$ cat config.mk
export PLATFORM = sky130hd
export DESIGN_NAME = ata_taskfile_sequencer_unit
export DESIGN_NICKNAME = d
export VERILOG_FILES = /design/src/rtl/ats_pkg.sv /design/src/rtl/ats_front.sv /design/src/rtl/ats_queue.sv /design/src/rtl/ats_back.sv /design/src/rtl/ata_taskfile_sequencer_unit.sv
export SDC_FILE = /design/constraint.sdc
export NUM_CORES = 1
export LEC_CHECK = 0
export BUFFER_PORTS_ARGS = -buffer_cell sky130_fd_sc_hd__buf_2
export CELL_PAD_IN_SITES_DETAIL_PLACEMENT = 1
export CELL_PAD_IN_SITES_GLOBAL_PLACEMENT = 2
export CORE_ASPECT_RATIO = 1.75
export CORE_UTILIZATION = 43
export CTS_CLUSTER_SIZE = 16
export DETAILED_ROUTE_END_ITERATION = 10
export PLACE_DENSITY = 0.85
export SLEW_MARGIN = 20
export SYNTH_ARGS = -nofsm -noshare
export SYNTH_HDL_FRONTEND = slang
export SYNTH_HIERARCHICAL = 1
export SYNTH_SLANG_ARGS = --single-unit
$ cat constraint.sdc
create_clock -name clk -period 7.3 [get_ports clk]
set_input_delay 1.095 -clock clk [delete_from_list [all_inputs] [get_ports clk]]
set_output_delay 1.095 -clock clk [all_outputs]
set_load 0.1 [all_outputs]
$ cat src/rtl/ats_pkg.sv
// Shared types and constants for the ATA task-file sequencer.
package ats_pkg;

  // Request word taken on the input channel
  typedef struct packed {
    logic        direction;
    logic [1:0]  device_slot;
    logic [47:0] block_address;
    logic [7:0]  sector_count;
  } req_t;

  // Register write word given on the output channel
  typedef struct packed {
    logic       channel;
    logic [3:0] register_index;
    logic [7:0] write_data;
    logic       last;
  } res_t;

  // Per-slot configuration bits
  typedef struct packed {
    logic [3:0] slot_channel_bits;
    logic [3:0] slot_slave_bits;
    logic [3:0] lba28_capable_bits;
  } cfg_t;

  typedef enum logic [1:0] {
    CFG_CHANNEL = 2'd0,
    CFG_SLAVE   = 2'd1,
    CFG_LBA28   = 2'd2
  } cfg_index_e;

  localparam logic [3:0] CFG_CHANNEL_RESET = 4'd12;
  localparam logic [3:0] CFG_SLAVE_RESET   = 4'd10;
  localparam logic [3:0] CFG_LBA28_RESET   = 4'd0;

  // Classified request, ready to be sequenced
  typedef struct packed {
    logic            channel;
    logic            lba48;
    logic [7:0]      devsel;
    logic [7:0]      count;
    logic [7:0]      command;
    logic [5:0][7:0] addr_bytes;
  } job_t;

  // Task-file register indexes
  localparam logic [3:0] REG_COUNT0  = 4'h2;
  localparam logic [3:0] REG_LBA0    = 4'h3;
  localparam logic [3:0] REG_LBA1    = 4'h4;
  localparam logic [3:0] REG_LBA2    = 4'h5;
  localparam logic [3:0] REG_DEVSEL  = 4'h6;
  localparam logic [3:0] REG_COMMAND = 4'h7;
  localparam logic [3:0] REG_COUNT1  = 4'h8;
  localparam logic [3:0] REG_LBA3    = 4'h9;
  localparam logic [3:0] REG_LBA4    = 4'hA;
  localparam logic [3:0] REG_LBA5    = 4'hB;
  localparam logic [3:0] REG_CONTROL = 4'hC;

  localparam logic [7:0] CTRL_BASE     = 8'h02;
  localparam logic [7:0] CTRL_HOB      = 8'h80;
  localparam logic [7:0] DEVSEL_CHS    = 8'hA0;
  localparam logic [7:0] DEVSEL_LBA    = 8'hE0;
  localparam logic [7:0] CMD_READ      = 8'h20;
  localparam logic [7:0] CMD_WRITE     = 8'h30;
  localparam logic [7:0] CMD_READ_EXT  = 8'h24;
  localparam logic [7:0] CMD_WRITE_EXT = 8'h34;

  // CHS conversion: divide the 28-bit address by 63 through a reciprocal
  localparam int          LBA28_W     = 28;
  localparam int          RECIP_W     = 29;
  localparam int          RECIP_SHIFT = 34;
  localparam int          PROD_W      = LBA28_W + RECIP_W;
  localparam int          TRACK_W     = PROD_W - RECIP_SHIFT;
  localparam logic [RECIP_W-1:0] RECIP_63 = 29'd272696336;
  localparam logic [6:0]  SECTORS_PER_TRACK = 7'd63;

  // Output sequence
  localparam int STEP_W = 5;
  typedef enum logic [3:0] {
    OP_CTRL     = 4'd0,
    OP_CTRL_HOB = 4'd1,
    OP_DEVSEL   = 4'd2,
    OP_COUNT1   = 4'd3,
    OP_LBA3     = 4'd4,
    OP_LBA4     = 4'd5,
    OP_LBA5     = 4'd6,
    OP_COUNT0   = 4'd7,
    OP_LBA0     = 4'd8,
    OP_LBA1     = 4'd9,
    OP_LBA2     = 4'd10,
    OP_COMMAND  = 4'd11
  } op_e;

  // Queue between classifier and sequencer
  localparam int QUEUE_PTR_W = 1;
  localparam int QUEUE_DEPTH = 2 ** QUEUE_PTR_W;

endpackage

$ cat src/rtl/ats_front.sv
// Request intake and address-mode classification.
module ats_front import ats_pkg::*; (
  input  logic clk,
  input  logic rst,
  input  cfg_t cfg,
  input  logic in_valid,
  output logic in_ready,
  input  req_t in_data,
  output logic job_valid,
  input  logic job_ready,
  output job_t job_data
);

  logic              s1_valid;
  req_t              s1_req;
  logic [PROD_W-1:0] prod;

  logic                   lba48;
  logic                   lba28;
  logic                   slave;
  logic [TRACK_W-1:0]     track0;
  logic [TRACK_W-1:0]     track;
  logic [6:0]             rem0;
  logic [6:0]             sect_r;
  logic                   fix;
  logic [15:0]            cyl;
  logic [3:0]             head;
  logic [7:0]             devsel_base;

  assign in_ready = !s1_valid || job_ready;

  always_ff @(posedge clk) begin
    if (rst) begin
      s1_valid <= 1'b0;
    end else if (in_ready) begin
      s1_valid <= in_valid;
    end
  end

  // Reciprocal product for the divide by 63
  always_ff @(posedge clk) begin
    if (in_ready && in_valid) begin
      s1_req <= in_data;
      prod   <= PROD_W'(in_data.block_address[LBA28_W-1:0]) * PROD_W'(RECIP_63);
    end
  end

  always_comb begin
    lba48  = |s1_req.block_address[47:LBA28_W];
    lba28  = cfg.lba28_capable_bits[s1_req.device_slot];
    slave  = cfg.slot_slave_bits[s1_req.device_slot];
    track0 = prod[PROD_W-1:RECIP_SHIFT];
    // low 7 bits of address - 63*track0; true value is below 126
    rem0   = s1_req.block_address[6:0] - {track0[0], 6'b0} + track0[6:0];
    fix    = (rem0 >= SECTORS_PER_TRACK);
    track  = track0 + TRACK_W'(fix);
    sect_r = fix ? (rem0 - SECTORS_PER_TRACK) : rem0;
    cyl    = track[19:4];

    if (lba48) begin
      head = 4'd0;
    end else if (lba28) begin
      head = s1_req.block_address[27:24];
    end else begin
      head = track[3:0];
    end
    devsel_base = (lba48 || lba28) ? DEVSEL_LBA : DEVSEL_CHS;

    job_data.channel = cfg.slot_channel_bits[s1_req.device_slot];
    job_data.lba48   = lba48;
    job_data.devsel  = devsel_base | {3'b000, slave, head};
    job_data.count   = s1_req.sector_count;
    if (lba48) begin
      job_data.command = s1_req.direction ? CMD_WRITE_EXT : CMD_READ_EXT;
    end else begin
      job_data.command = s1_req.direction ? CMD_WRITE : CMD_READ;
    end

    if (lba48 || lba28) begin
      job_data.addr_bytes = s1_req.block_address;
    end else begin
      job_data.addr_bytes = {24'b0, cyl[15:8], cyl[7:0], {1'b0, sect_r} + 8'd1};
    end
  end

  assign job_valid = s1_valid;

endmodule

$ cat src/rtl/ats_queue.sv
// Two-entry queue of classified requests.
module ats_queue import ats_pkg::*; (
  input  logic clk,
  input  logic rst,
  input  logic push_valid,
  output logic push_ready,
  input  job_t push_data,
  output logic pop_valid,
  input  logic pop_ready,
  output job_t pop_data
);

  job_t                 mem [QUEUE_DEPTH];
  logic [QUEUE_PTR_W-1:0] wr_ptr;
  logic [QUEUE_PTR_W-1:0] rd_ptr;
  logic [QUEUE_PTR_W:0]   fill;
  logic                   push;
  logic                   pop;

  assign push_ready = (fill != (QUEUE_PTR_W+1)'(QUEUE_DEPTH));
  assign pop_valid  = (fill != '0);
  assign push       = push_valid && push_ready;
  assign pop        = pop_valid && pop_ready;
  assign pop_data   = mem[rd_ptr];

  always_ff @(posedge clk) begin
    if (push) begin
      mem[wr_ptr] <= push_data;
    end
  end

  always_ff @(posedge clk) begin
    if (rst) begin
      wr_ptr <= '0;
      rd_ptr <= '0;
      fill   <= '0;
    end else begin
      if (push) wr_ptr <= wr_ptr + 1'b1;
      if (pop)  rd_ptr <= rd_ptr + 1'b1;
      case ({push, pop})
        2'b10:   fill <= fill + 1'b1;
        2'b01:   fill <= fill - 1'b1;
        default: fill <= fill;
      endcase
    end
  end

endmodule

$ cat src/rtl/ats_back.sv
// Register-write sequencer with output register.
module ats_back import ats_pkg::*; (
  input  logic clk,
  input  logic rst,
  input  logic job_valid,
  output logic job_ready,
  input  job_t job_data,
  output logic out_valid,
  input  logic out_ready,
  output res_t out_data
);

  logic [STEP_W-1:0] step;
  logic              load;
  op_e               op;
  res_t              word;

  function automatic op_e op_for(input logic lba48, input logic [STEP_W-1:0] s);
    op_e o;
    if (!lba48) begin
      case (s)
        5'd0:    o = OP_CTRL;
        5'd1:    o = OP_DEVSEL;
        5'd2:    o = OP_COUNT0;
        5'd3:    o = OP_LBA0;
        5'd4:    o = OP_LBA1;
        5'd5:    o = OP_LBA2;
        default: o = OP_COMMAND;
      endcase
    end else begin
      case (s)
        5'd0:    o = OP_CTRL;
        5'd1:    o = OP_DEVSEL;
        5'd2:    o = OP_CTRL_HOB;
        5'd3:    o = OP_COUNT1;
        5'd4:    o = OP_CTRL;
        5'd5:    o = OP_CTRL_HOB;
        5'd6:    o = OP_LBA3;
        5'd7:    o = OP_CTRL;
        5'd8:    o = OP_CTRL_HOB;
        5'd9:    o = OP_LBA4;
        5'd10:   o = OP_CTRL;
        5'd11:   o = OP_CTRL_HOB;
        5'd12:   o = OP_LBA5;
        5'd13:   o = OP_CTRL;
        5'd14:   o = OP_COUNT0;
        5'd15:   o = OP_LBA0;
        5'd16:   o = OP_LBA1;
        5'd17:   o = OP_LBA2;
        default: o = OP_COMMAND;
      endcase
    end
    return o;
  endfunction

  assign load      = job_valid && (!out_valid || out_ready);
  assign op        = op_for(job_data.lba48, step);
  // drop the job once its command word is loaded
  assign job_ready = load && (op == OP_COMMAND);

  always_comb begin
    word.channel = job_data.channel;
    word.last    = 1'b0;
    case (op)
      OP_CTRL: begin
        word.register_index = REG_CONTROL;
        word.write_data     = CTRL_BASE;
      end
      OP_CTRL_HOB: begin
        word.register_index = REG_CONTROL;
        word.write_data     = CTRL_HOB | CTRL_BASE;
      end
      OP_DEVSEL: begin
        word.register_index = REG_DEVSEL;
        word.write_data     = job_data.devsel;
      end
      OP_COUNT1: begin
        word.register_index = REG_COUNT1;
        word.write_data     = 8'h00;
      end
      OP_LBA3: begin
        word.register_index = REG_LBA3;
        word.write_data     = job_data.addr_bytes[3];
      end
      OP_LBA4: begin
        word.register_index = REG_LBA4;
        word.write_data     = job_data.addr_bytes[4];
      end
      OP_LBA5: begin
        word.register_index = REG_LBA5;
        word.write_data     = job_data.addr_bytes[5];
      end
      OP_COUNT0: begin
        word.register_index = REG_COUNT0;
        word.write_data     = job_data.count;
      end
      OP_LBA0: begin
        word.register_index = REG_LBA0;
        word.write_data     = job_data.addr_bytes[0];
      end
      OP_LBA1: begin
        word.register_index = REG_LBA1;
        word.write_data     = job_data.addr_bytes[1];
      end
      OP_LBA2: begin
        word.register_index = REG_LBA2;
        word.write_data     = job_data.addr_bytes[2];
      end
      default: begin
        word.register_index = REG_COMMAND;
        word.write_data     = job_data.command;
        word.last           = 1'b1;
      end
    endcase
  end

  always_ff @(posedge clk) begin
    if (rst) begin
      step      <= '0;
      out_valid <= 1'b0;
    end else begin
      if (load) begin
        out_valid <= 1'b1;
        step      <= (op == OP_COMMAND) ? '0 : step + 1'b1;
      end else if (out_ready) begin
        out_valid <= 1'b0;
      end
    end
  end

  always_ff @(posedge clk) begin
    if (load) begin
      out_data <= word;
    end
  end

endmodule

$ cat src/rtl/ata_taskfile_sequencer_unit.sv
// The first register write word passes the intake register, the queue and the output register before it is valid.
// Throughput: one word per cycle while out_ready is high; a request gives 7 words in CHS and
// LBA28 mode and 19 in LBA48 mode, all through the single output register of the sequencer.
// Up to three requests are held (intake stage plus two-entry queue) while words drain.
// Reset clears all control state and loads the slot registers with their defaults.
module ata_taskfile_sequencer_unit import ats_pkg::*; (
  input  logic       clk,
  input  logic       rst,
  input  logic       in_valid,
  output logic       in_ready,
  input  req_t       in_data,
  output logic       out_valid,
  input  logic       out_ready,
  output res_t       out_data,
  input  logic       wr_en,
  input  logic [1:0] wr_index,
  input  logic [3:0] wr_data
);

  cfg_t cfg;
  logic f_valid;
  logic f_ready;
  job_t f_data;
  logic q_valid;
  logic q_ready;
  job_t q_data;

  always_ff @(posedge clk) begin
    if (rst) begin
      cfg.slot_channel_bits  <= CFG_CHANNEL_RESET;
      cfg.slot_slave_bits    <= CFG_SLAVE_RESET;
      cfg.lba28_capable_bits <= CFG_LBA28_RESET;
    end else if (wr_en) begin
      case (cfg_index_e'(wr_index))
        CFG_CHANNEL: cfg.slot_channel_bits  <= wr_data;
        CFG_SLAVE:   cfg.slot_slave_bits    <= wr_data;
        CFG_LBA28:   cfg.lba28_capable_bits <= wr_data;
        default:     cfg <= cfg;
      endcase
    end
  end

  ats_front u_front (
    .clk       (clk),
    .rst       (rst),
    .cfg       (cfg),
    .in_valid  (in_valid),
    .in_ready  (in_ready),
    .in_data   (in_data),
    .job_valid (f_valid),
    .job_ready (f_ready),
    .job_data  (f_data)
  );

  ats_queue u_queue (
    .clk        (clk),
    .rst        (rst),
    .push_valid (f_valid),
    .push_ready (f_ready),
    .push_data  (f_data),
    .pop_valid  (q_valid),
    .pop_ready  (q_ready),
    .pop_data   (q_data)
  );

  ats_back u_back (
    .clk       (clk),
    .rst       (rst),
    .job_valid (q_valid),
    .job_ready (q_ready),
    .job_data  (q_data),
    .out_valid (out_valid),
    .out_ready (out_ready),
    .out_data  (out_data)
  );

`ifndef SYNTHESIS
  a_pop_loads_last: assert property (@(posedge clk) disable iff (rst)
    (q_valid && q_ready) |=> (out_valid && out_data.last))
    else $error("queue entry dropped without a final command word");

  a_last_is_command: assert property (@(posedge clk) disable iff (rst)
    (out_valid && out_data.last) |-> (out_data.register_index == REG_COMMAND))
    else $error("last marker on a non-command write");

  a_control_data: assert property (@(posedge clk) disable iff (rst)
    (out_valid && out_data.register_index == REG_CONTROL) |->
      (out_data.write_data == CTRL_BASE || out_data.write_data == (CTRL_HOB | CTRL_BASE)))
    else $error("unexpected control register data");
`endif

endmodule

## Yosys cells after proc, flatten, opt, wreduce, memory -nomap -nowiden

Memories as Yosys holds them, arrays and structs flattened. A register that Yosys moved wholly into a read port is not among the register bits.
Index checks and enable logic that the tools add are counted.

- Bits in registers: 146
- Bits in writable memories: 148
- Memory bits (read-only): 128
- Bits of input ports: 70
- Word-level logic and storage cells: 104
- Memories: 2

- Add/subtract/negate cells: 10
- Multiply operators: 1
- $lt $le $gt $ge: 2
- Equality and inequality tests: 21
- Muxes and demuxes: 28
- Bitwise logic cells: 1
- Reduce and logical (&&, ||, !) cells: 21

Memory list:

| name | words | bits a word | read ports | clocked after Yosys merged registers in | wr ports | RTL line | RTL |
|---|---|---|---|---|---|---|---|
| u_queue.mem | 2 | 74 | 1 | 1 | 1 | ats_queue.sv:13 | `job_t mem [QUEUE_DEPTH];` |
| (no name shown) | 32 | 4 | 1 | 1 | 0 | ats_back.sv:31 | `case (s)` |

Operators with widths:

| kind | count |
|---|---|
| $pmux 12 s11 | 1 |
| $mul 28x25->50 const B | 1 |
| $mux 48 | 1 |
| $mux 5 | 5 |
| $pmux 4 s6 | 1 |
| $add 20x1->20 | 1 |
| $reduce_or 20->1 | 1 |
| $eq 4x3->1 const B | 4 |
| $eq 4x4->1 const B | 4 |
| $mux 7 | 2 |
| $mux 4 | 3 |
| $reduce_or 11->1 | 1 |
| $eq 5x2->1 const B | 2 |
| $eq 5x3->1 const B | 2 |
| $mux 1 | 10 |
| $add 7x1->8 const B | 1 |
| $eq 4x2->1 const B | 2 |
| $mux 8 | 1 |
| $or 8x5->8 | 1 |
| $add 7x7->7 | 1 |
| $ge 7x6->1 const B | 1 |
| $sub 7x6->7 const B | 1 |
| $sub 7x7->7 | 1 |
| $bmux 1 s2 | 3 |
| 19 further kinds | 33 |

## Depth between registers and ports, before layout

Gate-level depths: netlist (run 1).

- Word-level depth: 8
- Depth in mapped cells: 21
- Mapped depth without buffers: 19

## Hierarchy

Netlist (run 1), hierarchy kept.

By module, submodules not included:

| module | times used | cells each | area an instance (um2) | sequential area each (um2) |
|---|---|---|---|---|
| ats_front | 1 | 760 | 7763.7 | 2392.3 |
| ats_queue | 1 | 254 | 5555.3 | 4544.4 |
| ats_back | 1 | 220 | 1894.3 | 620.6 |
| ata_taskfile_sequencer_unit | 1 | 50 | 516.7 | 240.2 |

## Least setup slack after synthesis (run 1)

No wires, ideal clock.

- Path kind: input to register
- Start: input port in_data[9] (netlist name)
- End: register u_front.prod[53], data pin
- Library setup time: 0.135 ns
- Arrival: 5.419 ns
- Data required time: 7.165 ns
- Slack: 1.746 ns
- Stages on the path: 19
- Path buffers: 0
- Path through: ha_1 > inv_1 > fa_1 > inv_1 > fa_1 > inv_1 > fa_1 > inv_1 > ha_1 > ha_1 > a211oi_1 > o22ai_1 > nor3_1 > o211ai_1 > o2111ai_1 > a31oi_1 > a211o_1 > a2111o_1 > nand3_1

- Word-level cells in the longest chain between the ends: 1

RTL lines:

| item | RTL line | RTL |
|---|---|---|
| start: declaration | ata_taskfile_sequencer_unit.sv:11 | `input req_t in_data,` |
| $mul 28x25->50 | ats_front.sv:44 | `prod <= PROD_W'(in_data.block_address[LBA28_W-1:0]) * PROD_W'(RECIP_63);` |
| end signal: assignment | ats_front.sv:44 |  |
| end: declaration | ats_front.sv:16 | `logic [PROD_W-1:0] prod;` |

Every way passes these cells.
A chain may end at the register's enable or synchronous reset.

## Worst setup path after layout (run 1)

- Start: input port in_data[15] (netlist name)
- End: register u_front.prod[53], data pin

Same word-level chain as after synthesis.

==> results by group, run 1 <==
Global route
  • GRT Total Usage: 22.17%
  • Grt ovf: 0
  • Initial antenna violation count: 0
  • Vias in the first global route: 11,030
  • First-pass GRT wire length: 62,110 um
  • Largest net degree at the start of global routing: 75

Floorplan
  • Core area: 0.03603 mm^2
  • Horiz. Die Dim: 146.6 um
  • Die area: 0.03738 mm^2
  • Initial Util: 43.66%
  • I/O pin cnt: 86
  • Chip height: 255.0 um
  • # rows: 92

STA
  • Setup TNS: 0 ns
  • Clock skew: 0.03312 ns
  • Final min period: 5.633 ns
  • Slew Viols, Final: 0
  • Final Hold Vio Count: 0
  • Slew @ Worst Pin: 1.044 ns
  • Count of final setup violators: 0
  • RSZ-0062 raised after global routing: false
  • Slew HR: 30.41%
  • Fmax: 0.1775 GHz
  • Crit share post-route: 77.16%

Status
  • Status: finished, final reports clean

Critical path
  • Crit. Startpoint: in_data[15]
  • Crit Path Class: primary input to flop
  • Arr. time, crit path: 6.05 ns
  • Setup crit end kind: flop
  • CP startpoint kind: primary input
  • CP Max Fanout: 4
  • R2R setup slack: 2.42 ns
  • Worst r2r src: u_front/prod[36]
  • Req. time, crit path: 7.71 ns

Place
  • GPL Wtd Cong: 0.8763
  • Port buffer count: 85
  • DP HPWL: 31,500 um

Synthesis
  • Synth top area share: 46.01%
  • Post-synth ARST share: 0%
  • Top post-synthesis cells by area: edfxtp_1 46%, ha_1 13%, mux2_2 5.4%
  • Syn Area/Cell: 12.25 um^2
  • Sequential-to-total area share from yosys stat: 49.57%
  • Synth cell types: 86
  • Synth warnings: 6
  • Cell Area, Synth: 0.01573 mm^2
  • Top_reg_cell synth: edfxtp_1
  • Cells after Synth: 1,284
  • Cell taking the most area after synthesis: edfxtp_1
  • Number of synthesized flops with an enable pin: 241
  • #FFs+latches synth: 269

Final layout
  • Diode count: 0
  • Layout cell share with drive strength beyond 1: 18.03%
  • Util after Layout: 48.07%
  • Final net count: 1,604
  • Synthesis-to-finish area growth: 10.11%

Detailed routing
  • Routed vias: 10,050
  • DR iter-0 viols: 369
  • Post-route DRC: 0
  • Drt first pass iters: 4
  • Final ANT Viol Nets: 0
  • DR vias/cell: 5.493
  • DR WL/cell: 22.08 um
  • Final WL: 40,380 um

Clocking
  • Clk sinks: 269
  • CTS tree: built
  • Clk slew on worst S/H paths: 0.07 ns
  • Clock root buffer: clkbuf_16
  • Clock Latency Late Sink: 0.55 ns
  • CTS Hold Bufs: 0
  • Post-CTS setup repair buffer count: 0
  • Htree depth: 1
  • Clock Path Buffers: 3
  • Post-CTS Resized: 0
  • Num CTS Buffers: 25

Hold path
  • Hold crit path type: flop to flop
  • Hold path start: u_front/job_data[62]

Power and ir drop
  • PD cells: 311.4 mW/mm^2
  • Pleak: 0.007058 uW
  • Max IR drop VDD: 142.8 uV

Job
  • Max-Cap Viols: 0
## path summary, 6_finish.rpt
kind	depth (start not counted)	to
worst max-delay path	20	u_front/prod[53]
worst max register to register	18	u_queue/mem[0][18]
worst min-delay path	0	u_queue/mem[1][62]
worst min register to register	0	u_queue/mem[1][62]
## metrics by stage
step                total power [uW]  instance area (um^2)  hold WS, ns  worst slack [ns]  instances
floorplan                       3495                 15750       0.4450             1.746       1290
finish                          5393                 17320       0.4623             1.668       1829
detailed placement              4039                 16450       0.4422             1.113       1784
CTS                             5450                 17320       0.4698             1.656       1829
global placement                3985                 16450       0.4471             1.142       1784
global route                    5711                 17320       0.4779             1.333       1829
## report_power, final
part	internal (uW)	switching (uW)
clock network	811	584
registers	1830	73.3
logic	835	1260
## state kept, by name, indices dropped and copies added (netlist names), named ones only
signal             count
u_queue/mem          148
u_front/s1_req        51
u_front/prod          20
u_back/out_data       14
cfg                   12
u_front/job_data       8
u_back/step            5
u_queue/fill           2
u_back/out_valid       1
u_front/job_valid      1
u_queue/rd_ptr         1
u_queue/wr_ptr         1
## worst max-delay path, stage by stage
cell and delay [ns]:
buf_2 0.12, ha_1 0.31, inv_1 0.07, fa_1 0.52, inv_1 0.07, fa_1 0.54, inv_1 0.07, fa_1 0.50
inv_1 0.05, ha_1 0.29, ha_1 0.34, a211oi_1 0.23, o22ai_1 0.12, nor3_1 0.15, o211ai_1 0.18, o2111ai_1 0.32
a31oi_1 0.20, a211o_1 0.36, a2111o_1 0.43, nand3_1 0.08
## cells in the mapped netlist, types with 4 or more instances
master	count
edfxtp_1	241
ha_1	164
inv_1	114
mux2_2	75
nand2_1	66
nor2_1	61
a21oi_1	53
o21ai_0	45
xnor2_1	33
clkbuf_1	32
fa_1	29
dfxtp_1	28
nand3_1	27
buf_4	26
xor2_1	25
nor3_1	22
mux2i_1	18
nand2b_1	18
and3_1	17
a31oi_1	13
and2_1	12
a21o_1	8
buf_2	8
nand4_1	8
o21a_1	8
nor4_1	7
o21bai_1	7
a22oi_1	6
a32oi_1	6
o211ai_1	6
a211oi_1	5
a221oi_1	5
nand3b_1	4
o22a_1	4
o22ai_1	4
## area by class of cell
| cell class | count | area (um^2) |
|---|---|---|
| Sequential cell | 269 | 7799 |
| Tap cell | 470 | 588.1 |
| Clock inverter | 18 | 234.0 |
| Fill cell | 3780 | 18710 |
| Clock buffer | 27 | 633.1 |
| Inverter | 114 | 427.9 |
| Timing Repair Buffer | 93 | 485.5 |
| Multi-Input combinational cell | 838 | 7153 |
## per-layer routing
metal | GRT usage [%] | vias up | wire length (um)
met4 | 11.10 | 0 | 1924
met2 | 46.69 | 193 | 24000
li1 | - | 4793 | -
met3 | 1.854 | 85 | 912
met5 | 0 | - | 0
met1 | 20.64 | 4975 | 13550
## cell usage in the layout (no fill, tap or decap), types with 22 or more instances in the layout
master / netlist / routed
clkbuf_16: 0 / 25
a21oi_1: 53 / 53
nor2_1: 61 / 61
fa_1: 29 / 29
buf_2: 8 / 85
xnor2_1: 33 / 33
ha_1: 164 / 164
nand2_1: 66 / 66
inv_1: 114 / 113
mux2_2: 75 / 75
o21ai_0: 45 / 45
xor2_1: 25 / 25
edfxtp_1: 241 / 241
nand3_1: 27 / 27
dfxtp_1: 28 / 27
nor3_1: 22 / 22
## cell families after synthesis
group / after synthesis / synth area share [%]
other: 2 / 0.04774
flip-flops: 269 / 49.57
buffers and inverters: 183 / 5.194
adder cells (fa/ha/maj): 193 / 16.74
multiplexers: 97 / 7.039
AO/OA/AOI/OAI: 213 / 9.259
XOR/XNOR: 59 / 3.373
AND/OR/NAND/NOR: 268 / 8.782
Power figures use the tool's default switching activity.
==> run 2, diff against run 1 <==
--- a/config.mk
+++ b/config.mk
@@ -5,14 +5,15 @@
 export SDC_FILE = /design/constraint.sdc
 export NUM_CORES = 1
 export LEC_CHECK = 0
+export ABC_AREA = 1
 export BUFFER_PORTS_ARGS = -buffer_cell sky130_fd_sc_hd__buf_2
 export CELL_PAD_IN_SITES_DETAIL_PLACEMENT = 1
 export CELL_PAD_IN_SITES_GLOBAL_PLACEMENT = 2
 export CORE_ASPECT_RATIO = 1.75
-export CORE_UTILIZATION = 43
+export CORE_UTILIZATION = 41
 export CTS_CLUSTER_SIZE = 16
 export DETAILED_ROUTE_END_ITERATION = 10
-export PLACE_DENSITY = 0.85
+export PLACE_DENSITY = 0.86
 export SLEW_MARGIN = 20
 export SYNTH_ARGS = -nofsm -noshare
 export SYNTH_HDL_FRONTEND = slang
==> constraint.sdc (replaced) <==
create_clock -name clk -period 5.8 [get_ports clk]
set_input_delay 0.87 -clock clk [delete_from_list [all_inputs] [get_ports clk]]
set_output_delay 0.87 -clock clk [all_outputs]
set_load 0.1 [all_outputs]
==> results by group, run 2 <==
Status
  • Status: finished, final reports clean

Synthesis
  • Syn Area/Cell: 10.18 um^2
  • Synth top area share: 43.00%
  • Cells after Synth: 1,653
  • Synth top cells by count: 332 x nand2_1, 241 x edfxtp_1, 228 x inv_1
  • Sequential-to-total area share from yosys stat: 46.33%
  • Top post-synthesis cells by area: edfxtp_1 43%, ha_1 12%, nand2_1 7.4%
  • #FFs+latches synth: 269
  • Cell taking the most area after synthesis: edfxtp_1
  • Synth cell types: 55
  • Top_reg_cell synth: edfxtp_1
  • Synth warnings: 6
  • Most common cell in the netlist: nand2_1
  • Cell Area, Synth: 0.01683 mm^2
  • Number of synthesized flops with an enable pin: 241
  • Post-synth ARST share: 0%

Critical path
  • Crit-path slowest cell: fa_1
  • Crit. Startpoint: in_data[15]
  • Critical Path Sink: u_front/prod[51]
  • Crit. path cell count: 22
  • Worst-case reg-to-reg path depth: 24
  • CP Cell Sequence: buf_2, ha_1, inv_1, fa_1, inv_1, fa_1, inv_1, fa_1, inv_1, ha_1, ha_1, nand2_1, nor2_1, inv_1, nor2_1, nand3_1, o21ai_0, nand3_1, o21ai_0, nand2_1, inv_1, nor2_1
  • Family with the most delay on the worst path: adder cells
  • CP max stage delay: 0.55 ns
  • Worst R2R End: u_queue/mem[0][22]
  • CP Max Fanout: 4
  • Arr. time, crit path: 5.31 ns
  • Req. time, crit path: 6.10 ns
  • CP startpoint kind: primary input
  • Worst path bufs/invs: 7
  • Worst r2r src: u_front/s1_req[9]
  • R2R setup slack: 1.54 ns
  • Setup crit end kind: flop
  • Most frequent CP cell: inv_1
  • Crit Path Class: primary input to flop

Floorplan
  • Initial Util: 41.76%
  • Horiz. Die Dim: 155.2 um
  • # rows: 97
  • Core area: 0.04029 mm^2
  • Die area: 0.04189 mm^2
  • I/O pin cnt: 86
  • Chip height: 270.0 um

Final layout
  • Sequential cell area: 0.007801 mm^2
  • Synthesis-to-finish area growth: 9.963%
  • Highest-count cells in the layout ignoring fill and taps: 332 x nand2_1, 241 x edfxtp_1, 228 x inv_1
  • Layout cell share with drive strength beyond 1: 16.28%
  • Final net count: 1,983
  • Diode count: 0
  • Top Registers: u_queue/mem: 148 flops, u_front/s1_req: 51 flops, u_front/prod: 20 flops
  • Commonest non-fill, non-tap cell in the layout: nand2_1
  • # fillers: 4,586
  • Max FFs per register: 148
  • Top reg by flops: u_queue/mem
  • Multi-input gate area: 0.007825 mm^2

Detailed routing
  • Final ANT Viol Nets: 0
  • DR vias/cell: 5.086
  • Post-route DRC: 0
  • Drt first pass iters: 4
  • Final WL: 43,980 um
  • DR WL/cell: 19.27 um
  • Routed vias: 11,610
  • DR iter-0 viols: 437

Clocking
  • Num CTS Buffers: 26
  • Post-CTS setup repair buffer count: 0
  • Post-CTS Resized: 0
  • Htree depth: 1
  • Clock root buffer: clkbuf_16
  • CTS tree: built
  • Clock Latency Late Sink: 0.55 ns
  • CTS Hold Bufs: 0
  • Clk sinks: 269
  • Clk slew on worst S/H paths: 0.07 ns
  • Clock Path Buffers: 3

Power and ir drop
  • Internal Power: 4299 uW
  • Register share of total power: 33.3%
  • Psw: 2896 uW
  • Max IR drop VDD: 207.5 uV
  • Switch share: 40.25%
  • Combinational Power Share: 42.9%
  • Pleak: 0.008238 uW
  • PD cells: 388.8 mW/mm^2
  • Clock share of power: 23.8%
  • Overall power: 7195 uW

Global route
  • Vias in the first global route: 12,770
  • Initial antenna violation count: 0
  • Grt ovf: 0
  • GRT Total Usage: 21.49%
  • Largest net degree at the start of global routing: 75
  • First-pass GRT wire length: 67,760 um

STA
  • Setup TNS: 0 ns
  • Clock skew: 0.01710 ns
  • Final min period: 5.005 ns
  • Count of final setup violators: 0
  • Final Hold Vio Count: 0
  • Fmax: 0.1998 GHz
  • Slew HR: 30.50%
  • Slew Viols, Final: 0
  • Slew @ Worst Pin: 1.043 ns
  • RSZ-0062 raised after global routing: false
  • Crit share post-route: 86.30%

Place
  • DP HPWL: 35,180 um
  • Port buffer count: 85
  • GPL Wtd Cong: 0.9022

Job
  • Max-Cap Viols: 0

Hold path
  • Hold Path Depth: 0
  • Hold crit path type: flop to flop
  • Hold path start: u_front/job_data[58]
## run 2: cell count changes after synthesis, moves of 16 or more
cell,previous run,this run
nand2_1,66,332
inv_1,114,228
mux2_2,75,14
mux2_4,1,60
nor2_1,61,120
a21oi_1,53,73
mux2i_1,18,0
nand2_2,1,19
nand2b_1,18,0
and3_1,17,0
nand3_1,27,44
nand4_1,8,24
xnor2_1,33,17
## run 2: metrics by stage
| step | instance area [um^2] | hold slack (ns) | cells | worst slack, ns | utilization (%) |
|---|---|---|---|---|---|
| 6_report | 18510 | 0.4586 | 2282 | 0.7948 | 45.93 |
| 3_3_place_gp | 17650 | 0.4255 | 2236 | 0.4045 | 43.80 |
| 3_5_place_dp | 17650 | 0.4339 | 2236 | 0.2864 | 43.80 |
| 2_1_floorplan | 16850 | 0.4236 | 1659 | 0.5231 | - |
| 5_1_grt | 18510 | 0.4752 | 2282 | 0.6178 | 45.93 |
| 4_1_cts | 18510 | 0.4672 | 2282 | 0.8766 | 45.93 |
## run 2: per-layer routing
metal	vias to the layer above	global-route usage (%)	routed length, um
met1	5636	19.08	14600
met4	0	11.20	2460
met3	104	2.038	1000
met5	-	0	0
li1	5667	-	-
met2	199	45.42	25920
## run 2: worst min path at each step
stage	slack (ns)	endpoint
detailed placement	0.43	u_queue/mem[1][63]
finish	0.46	u_queue/mem[0][58]
global placement	0.43	u_queue/mem[0][58]
global route	0.48	u_front/s1_req[55]
floorplan	0.42	cfg[10]
CTS	0.47	u_queue/mem[1][63]
## run 2: cell type report
type	instances	share of cell area, %
clock inverter	18	1.075
tap	544	3.678
sequential	269	42.16
clock buffer	28	3.556
multi-input combinational	1099	42.29
inverter	234	4.746
timing repair buffer	90	2.502
## run 2: cell families (layout without fill, tap and decap cells)
kind of cell | count (synthesis) | after routing | share of synthesized area (%)
DFF | 269 | 269 | 46.33
AOI/OAI and AO/OA | 178 | 178 | 5.888
buffers and inverters | 291 | 370 | 7.457
and+or+nand+nor | 603 | 603 | 16.10
other | 2 | 8 | 0.04463
adders and majority gates | 193 | 193 | 15.64
muxes | 74 | 74 | 6.290
xor gates and xnor gates | 43 | 43 | 2.238
## run 2: power groups by stage
stage	sequential (uW)	clock, uW	combinational, uW
3_5_place_dp	2440	0	3080
2_1_floorplan	2470	0	2180
6_report	2390	1720	3090
3_3_place_gp	2430	0	3010
4_1_cts	2400	1750	3110
5_1_grt	2410	1810	3450
